File: src/hw/rtl/stps_pkg.sv
// Shared types, codes and constants for the servo teach/playback sequencer.
package stps_pkg;

	localparam int ACT_W = 3;
	localparam int OP_W  = 4;

	localparam logic [ACT_W-1:0] ACT_MOVE  = 3'd0;
	localparam logic [ACT_W-1:0] ACT_SAVE  = 3'd1;
	localparam logic [ACT_W-1:0] ACT_PLAY  = 3'd2;
	localparam logic [ACT_W-1:0] ACT_CLEAR = 3'd3;
	localparam logic [ACT_W-1:0] ACT_NOP   = 3'd4;
	localparam logic [ACT_W-1:0] ACT_TICK  = 3'd6;

	localparam logic [2:0] STS_OK        = 3'd0;
	localparam logic [2:0] STS_BUSY      = 3'd1;
	localparam logic [2:0] STS_FULL      = 3'd2;
	localparam logic [2:0] STS_UNKNOWN   = 3'd3;
	localparam logic [2:0] STS_IDLE_TICK = 3'd4;

	localparam logic [1:0] MODE_IDLE = 2'd0;
	localparam logic [1:0] MODE_RAMP = 2'd1;
	localparam logic [1:0] MODE_PLAY = 2'd2;

	localparam logic [OP_W-1:0] OP_MOVE      = 4'd0;
	localparam logic [OP_W-1:0] OP_SAVE      = 4'd1;
	localparam logic [OP_W-1:0] OP_PLAY      = 4'd2;
	localparam logic [OP_W-1:0] OP_CLEAR     = 4'd3;
	localparam logic [OP_W-1:0] OP_NOP       = 4'd4;
	localparam logic [OP_W-1:0] OP_UNKNOWN   = 4'd5;
	localparam logic [OP_W-1:0] OP_TICK_RAMP = 4'd6;
	localparam logic [OP_W-1:0] OP_TICK_PLAY = 4'd7;
	localparam logic [OP_W-1:0] OP_TICK_IDLE = 4'd8;
	localparam logic [OP_W-1:0] OP_BUSY      = 4'd9;
	localparam logic [OP_W-1:0] OP_FULL      = 4'd10;

	localparam logic [7:0] MAX_ANGLE = 8'd180;

	// controller -> datapath
	typedef struct packed {
		logic            load;
		logic            rd_zero;
		logic            exec;
		logic [OP_W-1:0] op;
	} stps_cmd_t;

	// datapath -> controller
	typedef struct packed {
		logic [1:0] mode;
		logic       full;
	} stps_stat_t;

	function automatic logic [7:0] home_angle(input int idx);
		logic [7:0] a;
		case (idx)
			0, 1:    a = 8'd90;
			2:       a = 8'd140;
			default: a = 8'd0;
		endcase
		return a;
	endfunction

endpackage

File: src/hw/rtl/stps_ctrl.sv
// Controller: item sequencing and command decode for the sequencer.
module stps_ctrl
	import stps_pkg::*;
#(
	parameter int NUM_JOINTS = 4
) (
	input  logic             clk,
	input  logic             arst_n,
	input  logic             start,
	input  logic [ACT_W-1:0] action,
	input  logic [1:0]       joint,
	input  stps_stat_t       stat,
	output stps_cmd_t        cmd,
	output logic             busy,
	output logic             done
);

	localparam logic S_IDLE = 1'b0;
	localparam logic S_EXEC = 1'b1;

	logic            state_q;
	logic [OP_W-1:0] op_q;
	logic [OP_W-1:0] op_d;
	logic            done_q;
	logic            accept;
	logic            joint_ok;

	assign accept   = start && (state_q == S_IDLE);
	assign joint_ok = (32'(joint) < NUM_JOINTS);

	always_comb begin
		op_d = OP_UNKNOWN;
		if (action == ACT_TICK) begin
			case (stat.mode)
				MODE_RAMP: op_d = OP_TICK_RAMP;
				MODE_PLAY: op_d = OP_TICK_PLAY;
				default:   op_d = OP_TICK_IDLE;
			endcase
		end else if (stat.mode != MODE_IDLE) begin
			op_d = OP_BUSY;
		end else begin
			case (action)
				ACT_MOVE:  op_d = joint_ok ? OP_MOVE : OP_UNKNOWN;
				ACT_SAVE:  op_d = stat.full ? OP_FULL : OP_SAVE;
				ACT_PLAY:  op_d = OP_PLAY;
				ACT_CLEAR: op_d = OP_CLEAR;
				ACT_NOP:   op_d = OP_NOP;
				default:   op_d = OP_UNKNOWN;
			endcase
		end
	end

	always_ff @(posedge clk or negedge arst_n) begin
		if (!arst_n) begin
			state_q <= S_IDLE;
			op_q    <= OP_NOP;
			done_q  <= 1'b0;
		end else begin
			done_q <= (state_q == S_EXEC);
			case (state_q)
				S_IDLE: begin
					if (start) begin
						op_q    <= op_d;
						state_q <= S_EXEC;
					end
				end
				default: state_q <= S_IDLE;
			endcase
		end
	end

	assign cmd.load    = accept;
	assign cmd.rd_zero = (action == ACT_PLAY);
	assign cmd.exec    = (state_q == S_EXEC);
	assign cmd.op      = op_q;
	assign busy        = (state_q == S_EXEC);
	assign done        = done_q;

endmodule

File: src/hw/rtl/stps_datapath.sv
// Datapath: joint angles, ramp and playback state, pose memory, result registers.
module stps_datapath
	import stps_pkg::*;
#(
	parameter int NUM_JOINTS = 4,
	parameter int MAX_POSES  = 16
) (
	input  logic       clk,
	input  logic       arst_n,
	input  stps_cmd_t  cmd,
	input  logic [1:0] joint,
	input  logic [7:0] target_angle,
	output stps_stat_t stat,
	output logic [2:0] status,
	output logic       write_valid,
	output logic [1:0] write_joint,
	output logic [7:0] write_angle,
	output logic [4:0] saved_count,
	output logic       motion_busy
);

	localparam int JW    = (NUM_JOINTS > 1) ? $clog2(NUM_JOINTS) : 1;
	localparam int PW    = (MAX_POSES > 1) ? $clog2(MAX_POSES) : 1;
	localparam int CW    = $clog2(MAX_POSES + 1);
	localparam int ROW_W = NUM_JOINTS * 8;

	logic [7:0]       ang_q [NUM_JOINTS];
	logic [CW-1:0]    cnt_q;
	logic [1:0]       mode_q;
	logic [1:0]       ramp_joint_q;
	logic [7:0]       ramp_pos_q;
	logic [7:0]       ramp_goal_q;
	logic [CW-1:0]    play_pose_q;
	logic [JW-1:0]    play_joint_q;
	logic [1:0]       joint_q;
	logic [7:0]       target_q;

	logic [ROW_W-1:0] mem [MAX_POSES];
	logic [ROW_W-1:0] rd_row_q;
	logic [ROW_W-1:0] save_row;
	logic [PW-1:0]    rd_addr;

	logic [2:0]       status_q;
	logic             wv_q;
	logic [1:0]       wj_q;
	logic [7:0]       wa_q;
	logic [4:0]       cnt_out_q;
	logic             busy_out_q;

	logic [7:0]       tgt_sat;
	logic [7:0]       cur;
	logic [JW-1:0]    jsel;
	logic [CW-1:0]    pp;
	logic [JW-1:0]    pj;
	logic [CW-1:0]    p_step;
	logic [JW-1:0]    j_step;
	logic [7:0]       rd_ang;
	logic [7:0]       pos_step;

	logic [CW-1:0]    cnt_n;
	logic [1:0]       mode_n;
	logic [1:0]       rj_n;
	logic [7:0]       pos_n;
	logic [7:0]       goal_n;
	logic [CW-1:0]    pose_n;
	logic [JW-1:0]    pj_n;
	logic             ang_we;
	logic [2:0]       sts;
	logic             wv;
	logic [1:0]       wj;
	logic [7:0]       wa;

	assign stat.mode = mode_q;
	assign stat.full = (cnt_q == CW'(MAX_POSES));

	assign tgt_sat = (target_q > MAX_ANGLE) ? MAX_ANGLE : target_q;
	assign jsel    = JW'(joint_q);
	assign cur     = ang_q[jsel];

	// play command restarts from the first entry
	assign pp     = (cmd.op == OP_PLAY) ? '0 : play_pose_q;
	assign pj     = (cmd.op == OP_PLAY) ? '0 : play_joint_q;
	assign j_step = (pj == JW'(NUM_JOINTS - 1)) ? '0 : pj + 1'b1;
	assign p_step = (pj == JW'(NUM_JOINTS - 1)) ? pp + 1'b1 : pp;
	assign rd_ang = rd_row_q[{pj, 3'b000} +: 8];

	assign pos_step = (ramp_pos_q < ramp_goal_q) ? ramp_pos_q + 8'd1 :
	                  (ramp_pos_q > ramp_goal_q) ? ramp_pos_q - 8'd1 : ramp_pos_q;

	assign rd_addr = cmd.rd_zero ? '0 : play_pose_q[PW-1:0];

	always_comb begin
		for (int k = 0; k < NUM_JOINTS; k++) begin
			save_row[k*8 +: 8] = ang_q[k];
		end
	end

	always_comb begin
		cnt_n  = cnt_q;
		mode_n = mode_q;
		rj_n   = ramp_joint_q;
		pos_n  = ramp_pos_q;
		goal_n = ramp_goal_q;
		pose_n = play_pose_q;
		pj_n   = play_joint_q;
		ang_we = 1'b0;
		sts    = STS_OK;
		wv     = 1'b0;
		wj     = '0;
		wa     = '0;
		case (cmd.op)
			OP_MOVE: begin
				rj_n   = joint_q;
				pos_n  = cur;
				goal_n = tgt_sat;
				ang_we = 1'b1;
				mode_n = (cur == tgt_sat) ? MODE_IDLE : MODE_RAMP;
				wv     = 1'b1;
				wj     = joint_q;
				wa     = cur;
			end
			OP_SAVE:  cnt_n = cnt_q + 1'b1;
			OP_CLEAR: cnt_n = '0;
			OP_NOP:   sts = STS_OK;
			OP_PLAY, OP_TICK_PLAY: begin
				pose_n = '0;
				pj_n   = '0;
				if (cnt_q != '0) begin
					pose_n = p_step;
					pj_n   = j_step;
					mode_n = (p_step >= cnt_q) ? MODE_IDLE : MODE_PLAY;
					wv     = 1'b1;
					wj     = 2'(pj);
					wa     = rd_ang;
				end
			end
			OP_TICK_RAMP: begin
				pos_n  = pos_step;
				mode_n = (pos_step == ramp_goal_q) ? MODE_IDLE : mode_q;
				wv     = 1'b1;
				wj     = ramp_joint_q;
				wa     = pos_step;
			end
			OP_TICK_IDLE: sts = STS_IDLE_TICK;
			OP_BUSY:      sts = STS_BUSY;
			OP_FULL:      sts = STS_FULL;
			default:      sts = STS_UNKNOWN;
		endcase
	end

	always_ff @(posedge clk or negedge arst_n) begin
		if (!arst_n) begin
			for (int i = 0; i < NUM_JOINTS; i++) begin
				ang_q[i] <= home_angle(i);
			end
			cnt_q        <= '0;
			mode_q       <= MODE_IDLE;
			ramp_joint_q <= '0;
			ramp_pos_q   <= '0;
			ramp_goal_q  <= '0;
			play_pose_q  <= '0;
			play_joint_q <= '0;
		end else if (cmd.exec) begin
			if (ang_we) begin
				ang_q[jsel] <= tgt_sat;
			end
			cnt_q        <= cnt_n;
			mode_q       <= mode_n;
			ramp_joint_q <= rj_n;
			ramp_pos_q   <= pos_n;
			ramp_goal_q  <= goal_n;
			play_pose_q  <= pose_n;
			play_joint_q <= pj_n;
		end
	end

	// item capture and result registers
	always_ff @(posedge clk) begin
		if (cmd.load) begin
			joint_q  <= joint;
			target_q <= target_angle;
		end
		if (cmd.exec) begin
			status_q   <= sts;
			wv_q       <= wv;
			wj_q       <= wj;
			wa_q       <= wa;
			cnt_out_q  <= 5'(cnt_n);
			busy_out_q <= (mode_n != MODE_IDLE);
		end
	end

	// pose memory: one row per pose, read at accept, written at execute
	always_ff @(posedge clk) begin
		if (cmd.exec && (cmd.op == OP_SAVE)) begin
			mem[cnt_q[PW-1:0]] <= save_row;
		end
	end

	always_ff @(posedge clk) begin
		if (cmd.load) begin
			rd_row_q <= mem[rd_addr];
		end
	end

	assign status      = status_q;
	assign write_valid = wv_q;
	assign write_joint = wj_q;
	assign write_angle = wa_q;
	assign saved_count = cnt_out_q;
	assign motion_busy = busy_out_q;

endmodule

File: src/hw/rtl/servo_teach_playback_sequencer_unit.sv
// done is registered from the execute state: it rises at the edge that ends
// the execute step of an item, as busy falls.
// No new item is taken while busy is high; busy is high for one cycle per item
// while the registered pose-memory row read feeds the execute step.
// Reset (arst_n low): idle, no poses stored, joints at home angles; the pose
// memory is not cleared. Results cannot be stalled by the receiver.
module servo_teach_playback_sequencer_unit
	import stps_pkg::*;
#(
	parameter int NUM_JOINTS = 4,
	parameter int MAX_POSES  = 16
) (
	input  logic       clk,
	input  logic       arst_n,
	input  logic       start,
	output logic       busy,
	input  logic [2:0] action,
	input  logic [1:0] joint,
	input  logic [7:0] target_angle,
	output logic       done,
	output logic [2:0] status,
	output logic       write_valid,
	output logic [1:0] write_joint,
	output logic [7:0] write_angle,
	output logic [4:0] saved_count,
	output logic       motion_busy
);

	stps_cmd_t  cmd;
	stps_stat_t stat;

	stps_ctrl #(
		.NUM_JOINTS(NUM_JOINTS)
	) u_ctrl (
		.clk   (clk),
		.arst_n(arst_n),
		.start (start),
		.action(action),
		.joint (joint),
		.stat  (stat),
		.cmd   (cmd),
		.busy  (busy),
		.done  (done)
	);

	stps_datapath #(
		.NUM_JOINTS(NUM_JOINTS),
		.MAX_POSES (MAX_POSES)
	) u_dp (
		.clk         (clk),
		.arst_n      (arst_n),
		.cmd         (cmd),
		.joint       (joint),
		.target_angle(target_angle),
		.stat        (stat),
		.status      (status),
		.write_valid (write_valid),
		.write_joint (write_joint),
		.write_angle (write_angle),
		.saved_count (saved_count),
		.motion_busy (motion_busy)
	);

	a_accept_busy: assert property (@(posedge clk) disable iff (!arst_n)
		(start && !busy) |=> busy)
		else $error("accepted item did not occupy the block");

	a_done_origin: assert property (@(posedge clk) disable iff (!arst_n)
		done |-> $past(start && !busy, 2))
		else $error("result strobe without an item two cycles earlier");

	a_write_ok: assert property (@(posedge clk) disable iff (!arst_n)
		(done && write_valid) |-> (status == STS_OK))
		else $error("servo write with a refusal status");

	a_busy_motion: assert property (@(posedge clk) disable iff (!arst_n)
		(done && status == STS_BUSY) |-> motion_busy)
		else $error("busy refusal while motion idle");

endmodule

File: config.mk
export PLATFORM = sky130hd
export DESIGN_NAME = servo_teach_playback_sequencer_unit
export DESIGN_NICKNAME = d
export VERILOG_FILES = /design/src/hw/rtl/stps_pkg.sv /design/src/hw/rtl/stps_ctrl.sv /design/src/hw/rtl/stps_datapath.sv /design/src/hw/rtl/servo_teach_playback_sequencer_unit.sv
export SDC_FILE = /design/constraint.sdc
export NUM_CORES = 1
export LEC_CHECK = 0
export ABC_AREA = 1
export BUFFER_PORTS_ARGS = -buffer_cell sky130_fd_sc_hd__buf_2
export CORE_MARGIN = 1
export CORE_UTILIZATION = 55
export CTS_CLUSTER_SIZE = 16
export DETAILED_ROUTE_END_ITERATION = 8
export GPL_ROUTABILITY_DRIVEN = 0
export PLACE_DENSITY = 0.74
export REMOVE_ABC_BUFFERS = 1
export SYNTH_ARGS = -nofsm -noshare
export SYNTH_HDL_FRONTEND = slang
export SYNTH_SLANG_ARGS = --single-unit
File: constraint.sdc
create_clock -name clk -period 3.5 [get_ports clk]
set_input_delay 0.35 -clock clk [delete_from_list [all_inputs] [get_ports clk]]
set_output_delay 0.35 -clock clk [all_outputs]
set_load 0.005 [all_outputs]
* After elaboration in Yosys (flattened, before gate mapping)
Memory sizes are Yosys's and may differ from the RTL's. A register that Yosys moved wholly into a read port is not among the register bits. Index checks and enable logic that the tools add are counted.
Word-level totals: bits of input ports 16, memories 1, register bits after elaboration 100, logic and storage cells 114, RAM bits 512
Cells by class: shift-type cells 1, add/subtract/negate cells 5, equal/unequal tests 20, mux-type cells 40, $lt $le $gt $ge 6, reduce and logical (&&, ||, !) cells 17, bitwise operators 2
Memory list:
- u_dp.mem | depth 16, width 32, read ports 1, clocked after memory_dff 1, write ports 1, line stps_datapath.sv:38 | logic [ROW_W-1:0] mem [MAX_POSES];
Operators by type and width (count):
- 8-bit 2-to-1 mux | 7
- 32-bit bitwise mux | 1
- 32-bit by 6-bit variable part select with 8-bit output | 1
- 8-bit one-hot mux with 3 select lines | 1
- 4-bit one-hot mux with 5 select lines | 1
- 8-bit binary-select mux with 2-bit select | 1
- 8-bit demux with 2-bit select | 1
- 8-bit == test | 2
- 4-bit 2-to-1 mux | 4
- 8-bit one-hot mux with 2 select lines | 1
- 5-bit 2-to-1 mux | 3
- 2-bit 2-to-1 mux | 7
- 4-bit by 3-bit == test with 1-bit output, second input constant | 3
- 4-bit == test, second input constant | 3
- 2-bit one-hot mux with 3 select lines | 2
- 3-bit one-hot mux with 4 select lines | 1
- 5-bit by 1-bit adder with 5-bit output, second input constant | 2
- 5-bit one-hot mux with 2 select lines | 1
- 2-bit AND reduction | 5
- 8-bit by 1-bit adder with 8-bit output, second input constant | 1
- 4-bit by 2-bit == test with 1-bit output, second input constant | 2
- 8-bit > comparator | 1
- 8-bit > comparator, second input constant | 1
- 8-bit less-than comparator | 1
- other kinds (24) | 38

* Logic depth before layout (Yosys ltp)
depth after elaboration 9, depth in mapped cells 21

* Hierarchy
From an unflattened synthesis, not the netlist that was laid out.
Unflattened totals: cells, all modules 2274, area, all modules 26789.4 sq um
By module, submodules not included:
- stps_datapath | instances 1, cells each 2226, area an instance 26419.1 sq um
- stps_ctrl | instances 1, cells each 48, area an instance 370.4 sq um

* Worst setup path before layout
Ideal clock, no wire load.
path kind register to register, from register u_ctrl.state_q (netlist: u_ctrl.busy), to memory u_dp.mem[0][0] in the netlist's numbering, enable pin, path slack 0.133 ns, stages on the path, launching flop included 6, setup time 0.421 ns, data arrival time 2.946 ns, path buffers 1, cell sequence dfrtp_1 clkbuf_1 clkinv_1 nor2_1 nand2_1 nor2_1
Between the ends: cells in the longest elaborated chain, start to end 3
RTL lines:
- start: declaration | line stps_ctrl.sv:21 | logic state_q;
- start signal: assignment | line stps_ctrl.sv:55 | state_q <= S_IDLE;
- start signal: assignment | line stps_ctrl.sv:64 | state_q <= S_EXEC;
- start signal: assignment | line stps_ctrl.sv:67 | default: state_q <= S_IDLE;
- 1-bit logical AND | line stps_datapath.sv:195 | if (cmd.exec && (cmd.op == OP_SAVE)) begin
- 1-bit 2-to-1 mux | line stps_datapath.sv:195
- 1-bit 2-to-1 mux (implied by the code) | line stps_datapath.sv:196 | mem[cnt_q[PW-1:0]] <= save_row;
- end: declaration | line stps_datapath.sv:38
Every way passes these cells.

* Worst setup path after layout
from register u_ctrl.op_q[1], to register u_dp.busy_out_q (netlist: u_dp.motion_busy) (data pin)
Between the ends: cells in the longest elaborated chain, start to end 9, elaborated cells between the ends (all ways) 15
RTL lines:
- start: declaration | line stps_ctrl.sv:22 | logic [OP_W-1:0] op_q;
- start signal: assignment | line stps_ctrl.sv:63 | op_q <= op_d;
- 4-bit by 2-bit == test with 1-bit output | line stps_datapath.sv:81, stps_datapath.sv:82, stps_datapath.sv:111
- 5-bit 2-to-1 mux / 2-bit 2-to-1 mux (equally long branches) | line stps_datapath.sv:81, stps_datapath.sv:82
- 5-bit by 1-bit adder with 5-bit output / 2-bit == test (equally long branches) | line stps_datapath.sv:84 | assign p_step = (pj == JW'(NUM_JOINTS - 1)) ? pp + 1'b1 : pp;
- 5-bit 2-to-1 mux | line stps_datapath.sv:84
- 5-bit >= comparator | line stps_datapath.sv:131 | mode_n = (p_step >= cnt_q) ? MODE_IDLE : MODE_PLAY;
- 2-bit 2-to-1 mux | line stps_datapath.sv:131
- 2-bit 2-to-1 mux | line stps_datapath.sv:128 | if (cnt_q != '0) begin
- 2-bit one-hot mux with 3 select lines (*) | line stps_datapath.sv:111 | case (cmd.op)
- 2-bit nonzero test (*) | line stps_datapath.sv:189 | busy_out_q <= (mode_n != MODE_IDLE);
- end signal: assignment | line stps_datapath.sv:189
- end: declaration | line stps_datapath.sv:48 | logic busy_out_q;
Mark *: on every way between the ends. The rest lies on a longest branch, timed or not. A chain may end at the register's enable or synchronous reset.

==> results.yml <==
run_status:
  status: "finished, final reports clean"
drt:
  wl_per_cell_um: 23.56
  drt_pre_antenna_iters: 7
  drt.antenna.violating_nets: 0
  drc_errors: 0
  detail_route.wirelength_um: 70270
  drt-initial-drc-count: 2519
  via_count: 18520
  avgViaCountPerCell: 6.207
cells_and_area:
  antennaDiodeCount: 0
  layout.filler_cells: 3493
  number_of_nets_in_the_finished_design: 2356
  area_growth_pct: 13.65
  share_of_post_route_cells_with_drive_strength_above_1: 0.1060
grt:
  first_global_vias: 18050
  grt_max_degree: 137
  grt_first_pass_wirelength_um: 106200
  grt_remaining_overflow: 0
  antenna_found_initial: 0
  grt_util_all_layers: 0.2862
clock_tree:
  buffers_inserted_by_post_cts_timing_repair: 0
  cts_htree_levels: 3
  cts_hold_buf: 11
  clock_sink_count: 644
  clkTransAtPathRegs_ns: 0.06
  postCtsResizedCells: 0
  cts_made_buffers: 67
  ctsLongestPathBuffers: 3
  ctsRootBufferMaster: "clkbuf_16"
  worst_skew_pair.late_latency_ns: 0.60
  clock_tree_from_tritoncts: "built"
worst_setup_path:
  timing.critical_path.from_type: "flop"
  cp_max_fo: 6
  critical_path_class: "reg -> reg"
  critical_path_arrival_ns: 3.62
  critical_path.endpoint_type: "flop"
  cp.required_ns: 3.95
logic_synthesis:
  synth_area_um2: 26720
  synth_top_area_share: 0.6450
  async_flop_share: 0.1087
  synth_top_cells_by_count: "594 x nor2_1, 574 x edfxtp_1, 254 x nand2_1, 191 x o21ai_0, 125 x o311ai_0"
  synth_cell_types: 42
  number_of_enable_flip_flop_cells_after_synthesis: 574
  synthesis.instances: 2272
  synth_ff_type: "edfxtp_1"
  dominant_cell_by_count_in_the_synthesized_netlist: "nor2_1"
  synth_seq_cells: 644
  postSynthAreaPerCell_um2: 11.76
  post-synth-top-area-cell: "edfxtp_1"
  share_of_the_yosys_chip_area_belonging_to_registers: 0.7111
  synth_warn: 0
  synth_area_leaders: "edfxtp_1 65%, nor2_1 8.3%, dfrtp_1 5.4%, o311ai_0 4.1%, o21ai_0 3.6%"
place:
  port-buffer-count: 37
  dpl_hpwl_um: 37780
worst_hold_path:
  min_delay_path_class: "in -> reg"
sta:
  timing_hold_violations_final: 0
  slew-limit-headroom: 0.3461
  timing_max_transition_violations_final: 0
  timing.hold.ws_ns: 0.05378
  timing.fmax_mhz: 314.8
  rsz0062_at_grt: "false"
  setup_viol_count_final: 0
  total_negative_slack_for_setup_checks_ns: 0
  slew_at_the_pin_closest_to_its_max_slew_limit_ns: 0.9808
  final_min_period_over_clock_period: 0.9075
  skew_ns: 0.03059
  finalCriticalPeriod_ns: 3.176
floorplanning:
  std_cell_rows: 80
  die-width_um: 222.4
  initial_core_util: 0.5585
  ioPinCount: 38
  die_h_um: 222.4
  dieArea_um2: 49470
  fp.coreArea_um2: 47850
run:
  drv_cap: 0
power:
  power_per_cell_area_nw_per_um2: 665.0
  power.leakage_uw: 0.01089
  ir_worst_vdd_mv: 0.5840
## worst max-delay path, cell delays in order (launching register included)
cell	delay [ns]
dfrtp_1	0.44
inv_1	0.09
nor2_1	0.15
nand2_1	0.15
inv_1	0.20
nor2_1	0.11
ha_1	0.31
nand2_1	0.06
o21ai_0	0.12
ha_1	0.31
a21boi_0	0.13
o21a_1	0.18
o21a_1	0.16
o21a_1	0.16
o21ai_0	0.17
o211ai_1	0.11
nand3_1	0.12
inv_1	0.04
nand2_1	0.04
## area by class of cell
cell class,count,area [µm²],share of cell area
tap,615,769.5,0.02534
sequential,644,19010,0.6258
clock buffer,88,1909,0.06287
inverter,102,386.6,0.01273
multi-input combinational,1413,7005,0.2307
clock inverter,32,424.2,0.01397
timing repair buffer,89,868.3,0.02859
## worst paths after layout
check                                startpoint                   end  slack [ns]  cells past startpoint
setup / recovery                 u_ctrl.op_q[1]      u_dp.motion_busy        0.32                     18
hold / removal                            start        u_ctrl.op_q[2]        0.05                      3
setup reg to reg                 u_ctrl.op_q[1]      u_dp.motion_busy        0.32                     18
hold reg to reg            u_dp.ramp_joint_q[1]  u_dp.ramp_joint_q[1]        0.50                      2
max in group asynchronous                arst_n   u_dp.play_pose_q[0]        2.38                      2
min in group asynchronous                arst_n         u_dp.cnt_q[0]        0.44                      2
## cell usage in the layout (no fill, tap or decap), drive strengths merged, types with 9 or more instances in the layout
master       count
nand2          260
buf             78
o21ai          192
nor2           601
bufinv          10
clkinv          24
edfxtp         574
nor3            13
clkbuf          88
inv             98
nand3          120
o32ai            9
dlygate4sd3     11
a21oi            9
dfstp           12
o311ai         125
dfrtp           58
o22ai           12
a31oi           10
ha              23
## logic make-up (layout without fill, tap and decap cells)
family / count (synthesis) / after routing / share of synthesized area
AOI/OAI and AO/OA: 382 / 382 / 0.09425
xor gates and xnor gates: 9 / 9 / 0.002950
adders and majority gates: 23 / 23 / 0.01077
buffers and inverters: 215 / 311 / 0.03184
DFF: 644 / 644 / 0.7111
and+or+nand+nor: 999 / 999 / 0.1490
## through the flow
stage / area [µm²] / setup slack (ns) / utilization / power (µW) / std cells
3_5_place_dp: 27930 / 0.3891 / 0.5837 / 12800 / 2852
6_report: 30370 / 0.3236 / 0.6348 / 20200 / 2983
4_1_cts: 30370 / 0.3684 / 0.6348 / 20180 / 2983
3_3_place_gp: 27930 / 0.4875 / 0.5837 / 12660 / 2852
2_1_floorplan: 26250 / -6.625 / - / 11760 / 2159
5_1_grt: 30370 / 0.1034 / 0.6348 / 20870 / 2983
## registers in the layout, indices dropped and copies added (netlist names), 2 cells and up
signal	flops
u_dp.mem	512
u_dp.ang_q	32
u_dp.rd_row_q	32
u_dp.ramp_goal_q	8
u_dp.ramp_pos_q	8
u_dp.target_q	8
u_dp.write_angle	8
u_dp.cnt_q	5
u_dp.play_pose_q	5
u_dp.saved_count	5
u_ctrl.op_q	4
u_dp.status	3
u_dp.joint_q	2
u_dp.mode_q	2
u_dp.play_joint_q	2
u_dp.ramp_joint_q	2
u_dp.write_joint	2
## routing by layer
layer / global-route usage / vias up / wire, µm
met5: 0 / - / 0
met4: 0.1148 / 0 / 2416
met3: 0.05263 / 175 / 7019
met2: 0.4593 / 1084 / 33540
met1: 0.3892 / 9027 / 27300
li1: - / 8230 / -
## power breakdown
part | total (µW) | leakage, µW | internal [µW] | switching, µW
combinational | 2430 | 0.00355 | 806 | 1630
sequential | 10300 | 0.00619 | 9410 | 899
clock | 7450 | 0.00115 | 4580 | 2870
total | 20200 | 0.0109 | 14800 | 5400
Note: power is estimated with default switching activity, not from simulation.
